**src/rtl/core/bandpass_adaptive_envelope_follower_defines.svh**
```systemverilog
// Assertion macros for the bandpass envelope follower.
// Expects clk and rst_n in the scope where a macro is used.
`ifndef BANDPASS_ADAPTIVE_ENVELOPE_FOLLOWER_DEFINES_SVH
`define BANDPASS_ADAPTIVE_ENVELOPE_FOLLOWER_DEFINES_SVH

// same-cycle implication
`define BAEF_ASSERT_IMPL(lbl, ante, cons) \
  lbl: assert property (@(posedge clk) disable iff (!rst_n) (ante) |-> (cons)) \
    else $error("%m: check failed");

// next-cycle implication
`define BAEF_ASSERT_NEXT(lbl, ante, cons) \
  lbl: assert property (@(posedge clk) disable iff (!rst_n) (ante) |=> (cons)) \
    else $error("%m: check failed");

`endif

```
**src/rtl/core/baef_pkg.sv**
```systemverilog
// Shared types, constants and helpers for the bandpass envelope follower.
// No dependencies.
package baef_pkg;

  localparam int FRAME_LEN = 32;
  localparam int IDX_W     = (FRAME_LEN > 1) ? $clog2(FRAME_LEN) : 1;
  localparam int FRAME_SH  = $clog2(FRAME_LEN);
  localparam int SUM_W     = 22;
  localparam int CFG_IDX_W = 3;
  localparam int CFG_DAT_W = 18;

  localparam logic [16:0] Q16_ONE = 17'h10000;

  localparam logic [CFG_IDX_W-1:0] REG_BAND_GAIN   = CFG_IDX_W'(0);
  localparam logic [CFG_IDX_W-1:0] REG_FB_FIRST    = CFG_IDX_W'(1);
  localparam logic [CFG_IDX_W-1:0] REG_FB_SECOND   = CFG_IDX_W'(2);
  localparam logic [CFG_IDX_W-1:0] REG_ATTACK      = CFG_IDX_W'(3);
  localparam logic [CFG_IDX_W-1:0] REG_DECAY       = CFG_IDX_W'(4);
  localparam logic [CFG_IDX_W-1:0] REG_SLOW        = CFG_IDX_W'(5);

  typedef enum logic [4:0] {
    ST_IDLE,
    ST_F0, ST_F1, ST_F2, ST_F3, ST_F4,
    ST_T0, ST_T1, ST_T2, ST_T3,
    ST_R0, ST_R1,
    ST_E0, ST_E1, ST_E2, ST_E3, ST_E4
  } state_t;

  typedef enum logic [2:0] {
    MUL_FB0, MUL_FA1, MUL_FA2, MUL_TM, MUL_TS, MUL_EN, MUL_EL, MUL_EH
  } mul_sel_t;

  typedef enum logic [2:0] {
    ACC_HOLD, ACC_LOAD, ACC_ADD, ACC_SUB, ACC_ADD_RND
  } acc_op_t;

  typedef struct packed {
    mul_sel_t mul_sel;
    acc_op_t  acc_op;
    logic     cap_sample;
    logic     filt_done;
    logic     thr_done;
    logic     rd_en;
    logic     pole_sel;
    logic     out_load;
  } cmd_t;

  typedef struct packed {
    logic frame_last;
    logic rep_last;
  } sts_t;

  function automatic logic [16:0] pole_clamp(input logic [16:0] c);
    return (c > Q16_ONE) ? Q16_ONE : c;
  endfunction

  function automatic logic [16:0] one_minus(input logic [16:0] c);
    return Q16_ONE - c;
  endfunction

endpackage

```
**src/rtl/core/baef_dp.sv**
```systemverilog
// Datapath: coefficient registers, shared 18x18 multiplier, accumulator,
// filter state, frame store and output payload. Uses baef_pkg.
module baef_dp (
  input  logic                           clk,
  input  logic                           rst_n,
  input  logic                           cfg_we,
  input  logic [baef_pkg::CFG_IDX_W-1:0] cfg_index,
  input  logic [baef_pkg::CFG_DAT_W-1:0] cfg_wdata,
  input  logic signed [15:0]             in_sample,
  input  baef_pkg::cmd_t                 cmd,
  output baef_pkg::sts_t                 sts,
  output logic [14:0]                    out_envelope,
  output logic                           out_frame_end
);

  logic [16:0]        b0_r, att_r, dec_r, slow_r;
  logic signed [17:0] a1_r, a2_r;

  logic signed [15:0] x_r, xd1_r, xd2_r, yd1_r, yd2_r;
  logic signed [15:0] xd1_nxt, xd2_nxt, yd1_nxt, yd2_nxt;
  logic [baef_pkg::SUM_W-1:0] sum_r, sum_nxt;
  logic [15:0]        thr_r, thr_nxt;
  logic [31:0]        env_r, env_nxt;
  logic [baef_pkg::IDX_W-1:0] cnt_r, cnt_nxt, rd_idx_r, rd_idx_nxt;

  logic signed [35:0] prod_r;
  logic signed [36:0] acc_r, acc_nxt;
  logic signed [17:0] mul_a, mul_b;
  logic signed [36:0] prod_ext, rnd_sum, rnd_val;

  logic signed [15:0] mem [baef_pkg::FRAME_LEN];
  logic signed [15:0] rd_data_r;
  logic [16:0]        r_r, c_r;

  logic [14:0]        env_out_r;
  logic               frame_end_r;

  logic [16:0]        att_c, dec_c, slow_c;
  logic signed [16:0] xdiff;
  logic [16:0]        mean;
  logic signed [36:0] fsum, yfull;
  logic signed [15:0] y;
  logic [16:0]        y_mag, rd_mag;
  logic [36:0]        tsum;
  logic [32:0]        lsum;

  // configuration
  always_ff @(posedge clk) begin
    if (!rst_n) begin
      b0_r   <= '0;
      a1_r   <= '0;
      a2_r   <= '0;
      att_r  <= '0;
      dec_r  <= '0;
      slow_r <= '0;
    end else if (cfg_we) begin
      case (cfg_index)
        baef_pkg::REG_BAND_GAIN: b0_r   <= cfg_wdata[16:0];
        baef_pkg::REG_FB_FIRST:  a1_r   <= $signed(cfg_wdata);
        baef_pkg::REG_FB_SECOND: a2_r   <= $signed(cfg_wdata);
        baef_pkg::REG_ATTACK:    att_r  <= cfg_wdata[16:0];
        baef_pkg::REG_DECAY:     dec_r  <= cfg_wdata[16:0];
        baef_pkg::REG_SLOW:      slow_r <= cfg_wdata[16:0];
        default: ;
      endcase
    end
  end

  assign att_c  = baef_pkg::pole_clamp(att_r);
  assign dec_c  = baef_pkg::pole_clamp(dec_r);
  assign slow_c = baef_pkg::pole_clamp(slow_r);

  assign xdiff = {x_r[15], x_r} - {xd2_r[15], xd2_r};
  assign mean  = 17'(sum_r >> baef_pkg::FRAME_SH);

  // shared multiplier operand select
  always_comb begin
    mul_a = '0;
    mul_b = '0;
    case (cmd.mul_sel)
      baef_pkg::MUL_FB0: begin
        mul_a = $signed({1'b0, b0_r});
        mul_b = {xdiff[16], xdiff};
      end
      baef_pkg::MUL_FA1: begin
        mul_a = a1_r;
        mul_b = 18'(yd1_r);
      end
      baef_pkg::MUL_FA2: begin
        mul_a = a2_r;
        mul_b = 18'(yd2_r);
      end
      baef_pkg::MUL_TM: begin
        mul_a = $signed({1'b0, baef_pkg::one_minus(slow_c)});
        mul_b = $signed({1'b0, mean});
      end
      baef_pkg::MUL_TS: begin
        mul_a = $signed({1'b0, slow_c});
        mul_b = $signed({2'b00, thr_r});
      end
      baef_pkg::MUL_EN: begin
        mul_a = $signed({1'b0, baef_pkg::one_minus(c_r)});
        mul_b = $signed({1'b0, r_r});
      end
      baef_pkg::MUL_EL: begin
        mul_a = $signed({1'b0, c_r});
        mul_b = $signed({2'b00, env_r[15:0]});
      end
      baef_pkg::MUL_EH: begin
        mul_a = $signed({1'b0, c_r});
        mul_b = $signed({2'b00, env_r[31:16]});
      end
      default: ;
    endcase
  end

  always_ff @(posedge clk) begin
    prod_r <= mul_a * mul_b;
  end

  // accumulator
  assign prod_ext = {prod_r[35], prod_r};
  assign rnd_sum  = prod_ext + 37'sd32768;
  assign rnd_val  = rnd_sum >>> 16;

  always_comb begin
    acc_nxt = acc_r;
    case (cmd.acc_op)
      baef_pkg::ACC_LOAD:    acc_nxt = prod_ext;
      baef_pkg::ACC_ADD:     acc_nxt = acc_r + prod_ext;
      baef_pkg::ACC_SUB:     acc_nxt = acc_r - prod_ext;
      baef_pkg::ACC_ADD_RND: acc_nxt = acc_r + rnd_val;
      default:               acc_nxt = acc_r;
    endcase
  end

  always_ff @(posedge clk) begin
    acc_r <= acc_nxt;
  end

  // filter output: round half up, saturate
  assign fsum  = acc_r + 37'sd32768;
  assign yfull = fsum >>> 16;

  always_comb begin
    if (yfull > 37'sd32767) begin
      y = 16'sh7FFF;
    end else if (yfull < -37'sd32768) begin
      y = 16'sh8000;
    end else begin
      y = yfull[15:0];
    end
  end

  assign y_mag  = y[15] ? 17'(-{y[15], y}) : {1'b0, y};
  assign rd_mag = rd_data_r[15] ? 17'(-{rd_data_r[15], rd_data_r}) : {1'b0, rd_data_r};

  assign tsum = acc_r + 37'sd32768;
  assign lsum = {1'b0, acc_r[31:0]} + 33'd32768;

  assign sts.frame_last = (cnt_r == baef_pkg::IDX_W'(baef_pkg::FRAME_LEN - 1));
  assign sts.rep_last   = (rd_idx_r == baef_pkg::IDX_W'(baef_pkg::FRAME_LEN - 1));

  always_ff @(posedge clk) begin
    if (cmd.cap_sample) begin
      x_r <= in_sample;
    end
  end

  // state next values
  always_comb begin
    xd1_nxt    = xd1_r;
    xd2_nxt    = xd2_r;
    yd1_nxt    = yd1_r;
    yd2_nxt    = yd2_r;
    sum_nxt    = sum_r;
    cnt_nxt    = cnt_r;
    thr_nxt    = thr_r;
    env_nxt    = env_r;
    rd_idx_nxt = rd_idx_r;
    if (cmd.filt_done) begin
      xd2_nxt = xd1_r;
      xd1_nxt = x_r;
      yd2_nxt = yd1_r;
      yd1_nxt = y;
      sum_nxt = sum_r + baef_pkg::SUM_W'(y_mag);
      cnt_nxt = sts.frame_last ? '0 : cnt_r + 1'b1;
    end
    if (cmd.thr_done) begin
      thr_nxt    = tsum[31:16];
      sum_nxt    = '0;
      rd_idx_nxt = '0;
    end
    if (cmd.out_load) begin
      env_nxt    = acc_r[31:0];
      rd_idx_nxt = sts.rep_last ? '0 : rd_idx_r + 1'b1;
    end
  end

  always_ff @(posedge clk) begin
    if (!rst_n) begin
      xd1_r    <= '0;
      xd2_r    <= '0;
      yd1_r    <= '0;
      yd2_r    <= '0;
      sum_r    <= '0;
      cnt_r    <= '0;
      thr_r    <= '0;
      env_r    <= '0;
      rd_idx_r <= '0;
    end else begin
      xd1_r    <= xd1_nxt;
      xd2_r    <= xd2_nxt;
      yd1_r    <= yd1_nxt;
      yd2_r    <= yd2_nxt;
      sum_r    <= sum_nxt;
      cnt_r    <= cnt_nxt;
      thr_r    <= thr_nxt;
      env_r    <= env_nxt;
      rd_idx_r <= rd_idx_nxt;
    end
  end

  // frame store
  always_ff @(posedge clk) begin
    if (cmd.filt_done) begin
      mem[cnt_r] <= y;
    end
  end

  always_ff @(posedge clk) begin
    if (cmd.rd_en) begin
      rd_data_r <= mem[rd_idx_r];
    end
  end

  // magnitude and pole for the replayed entry
  always_ff @(posedge clk) begin
    if (cmd.pole_sel) begin
      r_r <= rd_mag;
      c_r <= (rd_mag > {1'b0, thr_r}) ? att_c : dec_c;
    end
  end

  // output payload
  always_ff @(posedge clk) begin
    if (cmd.out_load) begin
      env_out_r   <= (lsum[32:16] > 17'd32767) ? 15'h7FFF : lsum[30:16];
      frame_end_r <= sts.rep_last;
    end
  end

  assign out_envelope  = env_out_r;
  assign out_frame_end = frame_end_r;

endmodule

```
**src/rtl/core/baef_ctrl.sv**
```systemverilog
// Controller: sequences filter, threshold and frame replay on the datapath,
// owns the input stall and output valid. Uses baef_pkg and the assertion macros.
`include "bandpass_adaptive_envelope_follower_defines.svh"

module baef_ctrl (
  input  logic           clk,
  input  logic           rst_n,
  input  logic           in_valid,
  output logic           in_stall,
  output logic           out_valid,
  input  logic           out_stall,
  input  baef_pkg::sts_t sts,
  output baef_pkg::cmd_t cmd
);

  baef_pkg::state_t state_r, state_nxt;
  logic             out_valid_r, out_valid_nxt;
  logic             out_free;

  assign out_free = !out_valid_r || !out_stall;
  assign in_stall = (state_r != baef_pkg::ST_IDLE);

  always_ff @(posedge clk) begin
    if (!rst_n) begin
      state_r     <= baef_pkg::ST_IDLE;
      out_valid_r <= 1'b0;
    end else begin
      state_r     <= state_nxt;
      out_valid_r <= out_valid_nxt;
    end
  end

  always_comb begin
    state_nxt      = state_r;
    cmd            = '0;
    cmd.mul_sel    = baef_pkg::MUL_FB0;
    cmd.acc_op     = baef_pkg::ACC_HOLD;
    case (state_r)
      baef_pkg::ST_IDLE: begin
        cmd.cap_sample = in_valid;
        if (in_valid) begin
          state_nxt = baef_pkg::ST_F0;
        end
      end
      baef_pkg::ST_F0: begin
        cmd.mul_sel = baef_pkg::MUL_FB0;
        state_nxt   = baef_pkg::ST_F1;
      end
      baef_pkg::ST_F1: begin
        cmd.mul_sel = baef_pkg::MUL_FA1;
        cmd.acc_op  = baef_pkg::ACC_LOAD;
        state_nxt   = baef_pkg::ST_F2;
      end
      baef_pkg::ST_F2: begin
        cmd.mul_sel = baef_pkg::MUL_FA2;
        cmd.acc_op  = baef_pkg::ACC_SUB;
        state_nxt   = baef_pkg::ST_F3;
      end
      baef_pkg::ST_F3: begin
        cmd.acc_op = baef_pkg::ACC_SUB;
        state_nxt  = baef_pkg::ST_F4;
      end
      baef_pkg::ST_F4: begin
        cmd.filt_done = 1'b1;
        state_nxt     = sts.frame_last ? baef_pkg::ST_T0 : baef_pkg::ST_IDLE;
      end
      baef_pkg::ST_T0: begin
        cmd.mul_sel = baef_pkg::MUL_TM;
        state_nxt   = baef_pkg::ST_T1;
      end
      baef_pkg::ST_T1: begin
        cmd.mul_sel = baef_pkg::MUL_TS;
        cmd.acc_op  = baef_pkg::ACC_LOAD;
        state_nxt   = baef_pkg::ST_T2;
      end
      baef_pkg::ST_T2: begin
        cmd.acc_op = baef_pkg::ACC_ADD;
        state_nxt  = baef_pkg::ST_T3;
      end
      baef_pkg::ST_T3: begin
        cmd.thr_done = 1'b1;
        state_nxt    = baef_pkg::ST_R0;
      end
      baef_pkg::ST_R0: begin
        cmd.rd_en = 1'b1;
        state_nxt = baef_pkg::ST_R1;
      end
      baef_pkg::ST_R1: begin
        cmd.pole_sel = 1'b1;
        state_nxt    = baef_pkg::ST_E0;
      end
      baef_pkg::ST_E0: begin
        cmd.mul_sel = baef_pkg::MUL_EN;
        state_nxt   = baef_pkg::ST_E1;
      end
      baef_pkg::ST_E1: begin
        cmd.mul_sel = baef_pkg::MUL_EL;
        cmd.acc_op  = baef_pkg::ACC_LOAD;
        state_nxt   = baef_pkg::ST_E2;
      end
      baef_pkg::ST_E2: begin
        cmd.mul_sel = baef_pkg::MUL_EH;
        cmd.acc_op  = baef_pkg::ACC_ADD_RND;
        state_nxt   = baef_pkg::ST_E3;
      end
      baef_pkg::ST_E3: begin
        cmd.acc_op = baef_pkg::ACC_ADD;
        state_nxt  = baef_pkg::ST_E4;
      end
      baef_pkg::ST_E4: begin
        if (out_free) begin
          cmd.out_load = 1'b1;
          state_nxt    = sts.rep_last ? baef_pkg::ST_IDLE : baef_pkg::ST_R0;
        end
      end
      default: state_nxt = baef_pkg::ST_IDLE;
    endcase
  end

  always_comb begin
    if (cmd.out_load) begin
      out_valid_nxt = 1'b1;
    end else if (out_stall) begin
      out_valid_nxt = out_valid_r;
    end else begin
      out_valid_nxt = 1'b0;
    end
  end

  assign out_valid = out_valid_r;

  `BAEF_ASSERT_NEXT(a_accept_starts_filter, (in_valid && !in_stall), (state_r == baef_pkg::ST_F0))
  `BAEF_ASSERT_IMPL(a_valid_from_replay, $rose(out_valid_r), ($past(state_r) == baef_pkg::ST_E4))
  `BAEF_ASSERT_NEXT(a_replay_waits, (state_r == baef_pkg::ST_E4 && out_valid_r && out_stall), (state_r == baef_pkg::ST_E4))
  `BAEF_ASSERT_IMPL(a_thr_after_frame, (state_r == baef_pkg::ST_T0), ($past(state_r) == baef_pkg::ST_F4))

endmodule

```
**src/rtl/core/bandpass_adaptive_envelope_follower.sv**
```systemverilog
// Bandpass envelope follower top: controller plus datapath on one 18x18 multiplier.
// A sample that does not close a frame runs states F0 to F4; in_stall holds off the next one until idle.
// The frame-closing sample then runs threshold states T0 to T3 and replays the frame
// through R0, R1 and E0 to E4, one result per entry (32 per frame); output stall holds E4.
// Synchronous active-low reset clears config, filter state, sums, threshold and envelope;
// the frame store is not cleared and needs no clearing pass.
module bandpass_adaptive_envelope_follower (
  input  logic                           clk,
  input  logic                           rst_n,
  input  logic                           cfg_we,
  input  logic [baef_pkg::CFG_IDX_W-1:0] cfg_index,
  input  logic [baef_pkg::CFG_DAT_W-1:0] cfg_wdata,
  input  logic                           in_valid,
  output logic                           in_stall,
  input  logic signed [15:0]             in_sample,
  output logic                           out_valid,
  input  logic                           out_stall,
  output logic [14:0]                    out_envelope,
  output logic                           out_frame_end
);

  baef_pkg::cmd_t cmd;
  baef_pkg::sts_t sts;

  baef_ctrl u_ctrl (
    .clk       (clk),
    .rst_n     (rst_n),
    .in_valid  (in_valid),
    .in_stall  (in_stall),
    .out_valid (out_valid),
    .out_stall (out_stall),
    .sts       (sts),
    .cmd       (cmd)
  );

  baef_dp u_dp (
    .clk           (clk),
    .rst_n         (rst_n),
    .cfg_we        (cfg_we),
    .cfg_index     (cfg_index),
    .cfg_wdata     (cfg_wdata),
    .in_sample     (in_sample),
    .cmd           (cmd),
    .sts           (sts),
    .out_envelope  (out_envelope),
    .out_frame_end (out_frame_end)
  );

endmodule
```
**config.mk**
```make
export PLATFORM = sky130hd
export DESIGN_NAME = bandpass_adaptive_envelope_follower
export DESIGN_NICKNAME = d
export VERILOG_FILES = /design/src/rtl/core/baef_pkg.sv /design/src/rtl/core/baef_dp.sv /design/src/rtl/core/baef_ctrl.sv /design/src/rtl/core/bandpass_adaptive_envelope_follower.sv
export VERILOG_INCLUDE_DIRS = /design/src /design/src/rtl/core
export SDC_FILE = /design/constraint.sdc
export NUM_CORES = 2
export LEC_CHECK = 0
export ABC_AREA = 1
export BUFFER_PORTS_ARGS = -buffer_cell sky130_fd_sc_hd__buf_2
export CORE_ASPECT_RATIO = 2
export CORE_MARGIN = 2
export CORE_UTILIZATION = 50
export CTS_CLUSTER_SIZE = 28
export DETAILED_ROUTE_END_ITERATION = 7
export HOLD_SLACK_MARGIN = 0.1
export PLACE_DENSITY = 0.69
export SETUP_SLACK_MARGIN = 0.02
export SYNTH_ARGS = -nofsm -noshare
export SYNTH_HDL_FRONTEND = slang
export SYNTH_SLANG_ARGS = --single-unit
export TNS_END_PERCENT = 10
```
**constraint.sdc**
```tcl
create_clock -name clk -period 7.42 [get_ports clk]
set_clock_uncertainty 0.15 [all_clocks]
set_input_delay 1.113 -clock clk [delete_from_list [all_inputs] [get_ports clk]]
set_output_delay 1.113 -clock clk [all_outputs]
set_load 0.005 [all_outputs]
```
==> results by stage <==
Synthesis:
- The proportion of register bits with asynchronous set or reset after synthesis is 0.
- The cell taking the most area after synthesis is sky130_fd_sc_hd__edfxtp_1.
- In this run, synthesis produced a sequential element count of a little over 900.
- By area the synthesized netlist is led by sky130_fd_sc_hd__edfxtp_1 34%, sky130_fd_sc_hd__fa_1 12%, sky130_fd_sc_hd__dfxtp_1 10%.
- The share of synthesized area in the top cell type comes to 0.340.
- In this run, distinct cell masters in the synthesized netlist total 74.
- The synthesized area is around 56000 sq um.
- The most repeated cell in the gate-level netlist after synthesis is sky130_fd_sc_hd__nor2_1.
- Of the total synthesized cell area, the portion taken by AND, OR, NAND and NOR gates is 0.160.
- The fraction of the mapped netlist area in compound gates was 0.139.
- The portion of synthesized area spent on multiplexers is 0.
- The xor and xnor area share after synthesis is 0.0193.
- The number of cells produced by synthesis is a little over 6000.
- The commonest cells after synthesis are 1006 x sky130_fd_sc_hd__nor2_1, 783 x sky130_fd_sc_hd__inv_1, 672 x sky130_fd_sc_hd__o21ai_0.
- Among all flip-flop cells after synthesis, the most frequent one is sky130_fd_sc_hd__edfxtp_1.
- The number of enable-type register cells in the synthesized netlist is around 630.
- The number of warnings issued by yosys is 0.
- The dominant combinational cell family by area after synthesis is adder cells.
- Of the total synthesized cell area, the portion taken by full adders, half adders and majority gates is 0.163.
- The share of the Yosys chip area taken by registers is 0.444.
- The mean post-synth cell area is 9.12 sq um.

Clock network:
- The TritonCTS buffer count is 80.
- The clock tree from TritonCTS is done.
- The H-tree generated during clock tree synthesis spans 3 levels.
- The clock drives 921 sinks.
- The clock-pin transition on the worst setup and hold timing paths is around 0.07 ns.
- In this run, post-CTS hold repair placed 0 buffers.
- The clock root buffer is sky130_fd_sc_hd__clkbuf_16.
- The latest clock arrival within the worst-skew pair is approximately 0.7 ns.
- The number of buffers on the longest clock path is 3.

Pwr:
- The areal power density over the cells is 325 nW/um^2.
- VDD sags by at most 0.448 mV.
- The relative contribution of sequential cells to total power is 0.295.
- Of the total power, the clock network draws 0.208.
- Of the total power, combinational logic draws 0.498.
- For this design the static power due to leakage is roughly 27 nW.
- The switching power as a share of total power is 0.406.
- The internal power consumption is ~12 mW.
- In this run the power spent charging and discharging nets is between 8 and 9 mW.

Setup path:
- The cell type group with the largest total delay on the critical path is adder cells.
- For the worst setup path, the data required time is 7.89 ns.
- The register-to-register setup slack is -0.18 ns.
- STA classifies the critical path endpoint as a flip-flop.
- Counting stages on the worst path, the most repeated cell is sky130_fd_sc_hd__buf_4.
- The biggest fanout along the worst timing path is 9.
- The type of the worst setup path is flip-flop to flip-flop.
- In this design, the stage delay of the slowest critical-path cell is 0.54 ns.
- STA puts the critical path data arrival time at approximately 8.1 ns.
- The launch instance of the worst register-to-register path is u_ctrl.state_r[3].
- Counting both buffers and inverters, the worst setup path holds a total of 13.
- The depth of the worst register-to-register path is 36.
- In this run the critical register-to-register path is captured at u_dp.prod_r[35].
- STA classifies the critical path startpoint as a flip-flop.
- On the critical path, the stage with the largest delay is an instance of sky130_fd_sc_hd__fa_2.

Cells and area:
- The combined flip-flop and latch cell area is between 20000 and 25000 sq um.
- The number of filler cells placed in the layout is between 9000 and 10000.
- The multi-input gate area in the final layout is between 20000 and 30000 sq um.
- The area overhead of the layout relative to synthesis is 16.2%.
- After the last flow step, the layout net total stands at just over 7000.
- In the final layout, the share of cells above drive strength 1 is 0.155.

Hold path:
- The path class of the tightest hold or removal check is flip-flop to flip-flop.
- Along the worst hold path, the cell count comes to 2.
- The destination of the worst hold path is u_dp.a2_r[3].
- The startpoint of the lowest-slack hold path is u_dp.a2_r[3].

Floorplan:
- After floorplanning, the core was divided into about 170 placement rows.
- The core box area is 111000 sq um.
- The initial utilization of the core area, before any placement, comes to 0.503.
- In this run the vertical extent of the chip is about 480 um.
- The floorplan step defined a die boundary enclosing between 100000 and 150000 sq um.
- Pin placement for this block handled 60 I/O pins.
- The floorplan step set the die width to approximately 240 um.

Timing:
- The hold violation total from the final report was 0.
- Setup violations remaining at the end of the flow were counted as 14.
- Setup repair after global routing could not meet its margin everywhere.
- Once routing completed, OpenROAD measured the worst setup slack at -0.177 ns.
- Headroom to the max-slew limit came out at 0.183.
- The total count of max-transition violations in the final report is 0.
- Static timing analysis puts the maximum clock frequency at between 0.1 and 0.15 GHz.
- The final total negative setup slack is -1.15 ns.
- The transition time at the pin with the least slew margin is around 1.2 ns.
- Hold is met by between 0.3 and 0.4 ns.
- Dividing the final minimum period by the clock period gives 1.02.
- The worst path in the final design needs a cycle of 7.60 ns, including I/O delays and setup.

Detailed routing:
- The routed design has 195 mm of wire.
- The remaining antenna violation count after routing is 0.
- The post-route DRC violation count is 0.
- The final route contains ~47000 vias.
- The number of DRC markers after the initial detailed-route iteration is approximately 3900.
- The post-detailed-route wirelength per cell is roughly 24 um.
- The first detailed-routing pass took 8 iterations.
- The number of vias per cell after detailed routing is 5.85.

Global routing:
- The via count of the first global-routing pass was approximately 48000.
- The maximum number of pins on one net before global-route repair is roughly 160.
- Summed over all layers, the global routing overflow is 0.
- The number of antenna violations at the first check in global routing was 21.
- The global routing usage summed across all routing layers is 0.341.
- The first-pass GRT wire length is ~290 mm.

Outcome:
- The final reports fail on negative setup slack.
- The flow ran to the end, but the final reports show violations.

Placed design:
- Detailed placement ended at an HPWL of 146 mm.
- Input and output buffers added on the ports amount to 59.
- Routability-driven placement finished with a final weighted congestion of ~1.1.

Job:
- The tool flagged a number of max-cap violations equal to 0.
## how the worst max path moves through the flow
stage                       to  depth (start not counted)              start  slack (ns)
2_1_floorplan  u_dp.prod_r[35]                         37        u_dp.x_r[0]        0.02
3_3_place_gp   u_dp.prod_r[34]                         31  u_ctrl.state_r[0]       -0.47
3_5_place_dp   u_dp.prod_r[34]                         36  u_ctrl.state_r[3]       -0.59
4_1_cts        u_dp.prod_r[34]                         37     u_dp.slow_r[6]       -0.02
5_1_grt        u_dp.prod_r[34]                         32  u_ctrl.state_r[3]       -0.33
6_report       u_dp.prod_r[35]                         36  u_ctrl.state_r[3]       -0.18
## worst min-delay path, stage by stage, from the launching register on
cell and delay [ns]:
sky130_fd_sc_hd__dfxtp_1 0.30, sky130_fd_sc_hd__inv_1 0.06, sky130_fd_sc_hd__a21oi_1 0.06
## timing repair
action,4_1_cts,5_1_grt
gates resized for setup,161,81
setup buffers,18,8
pin swaps,60,46
endpoints found under the setup margin,22,23
## layout by cell type (no fill, tap or decap), types with 58 or more instances in the layout
cell	n
sky130_fd_sc_hd__o221ai_1	102
sky130_fd_sc_hd__dfxtp_1	282
sky130_fd_sc_hd__nand3_1	305
sky130_fd_sc_hd__ha_1	176
sky130_fd_sc_hd__fa_1	316
sky130_fd_sc_hd__buf_2	58
sky130_fd_sc_hd__nand2_1	581
sky130_fd_sc_hd__nor2_1	983
sky130_fd_sc_hd__inv_1	762
sky130_fd_sc_hd__a21oi_1	234
sky130_fd_sc_hd__buf_4	508
sky130_fd_sc_hd__edfxtp_1	631
sky130_fd_sc_hd__clkbuf_16	83
sky130_fd_sc_hd__xor2_1	58
sky130_fd_sc_hd__o21ai_0	650
## area by class of cell
type / instances / area share
antenna: 10 / 0.000387
timing repair buffer: 599 / 0.0712
clock inverter: 44 / 0.00734
clock buffer: 104 / 0.0344
sequential: 921 / 0.383
multi-input combinational: 4098 / 0.428
inverter: 808 / 0.0473
tap: 1487 / 0.0287
## per-layer routing
layer  vias up  global-route usage  share of wire
met5         -                   0        0.00068
met4        18               0.331           0.12
met3       925              0.0633          0.062
met2      2099               0.601           0.51
met1     22800               0.325           0.31
li1      21400                   -              -
## sequential cells by signal, summed over array words and instances, names as in the netlist, 17 cells and up
| register | count |
|---|---|
| u_dp.prod_r | 36 |
| u_dp.att_r | 17 |
| u_dp.slow_r | 17 |
| u_dp.b0_r | 17 |
| u_dp.sum_r | 22 |
| u_dp.a2_r | 18 |
| u_dp.r_r | 17 |
| u_dp.c_r | 17 |
| u_dp.dec_r | 17 |
| u_dp.acc_r | 37 |
| u_dp.a1_r | 18 |
| u_dp.mem | 512 |
| u_dp.env_r | 32 |
## per-stage QoR
step	worst slack (ns)	power [mW]	utilization	instance area (sq um)	cells
global route	-0.334	22.2	0.584	64700	8068
CTS	-0.0192	20.6	0.581	64400	8053
detailed placement	-0.586	15.7	0.549	60800	7887
floorplan	0.0234	11.5	-	55700	6110
finish	-0.177	21.0	0.584	64700	8071
global placement	-0.473	15.7	0.549	60800	7887
## cell families after synthesis
| logic type | Yosys count |
|---|---|
| flops | 921 |
| simple gates | 2119 |
| fa+ha+maj | 524 |
| buf+inv | 1091 |
| other cells | 1 |
| compound gates | 1332 |
| xor+xnor | 121 |
## power groups by stage
stage	clock, mW	combinational [mW]	sequential (mW)
final	4.36	10.5	6.20
after global routing	4.59	11.4	6.19
after CTS	4.42	10.0	6.17
after detailed placement	0	9.45	6.28
after global placement	0	9.40	6.28
after floorplan	0	5.47	6.06
No activity file was read; power rests on OpenSTA's default activity.
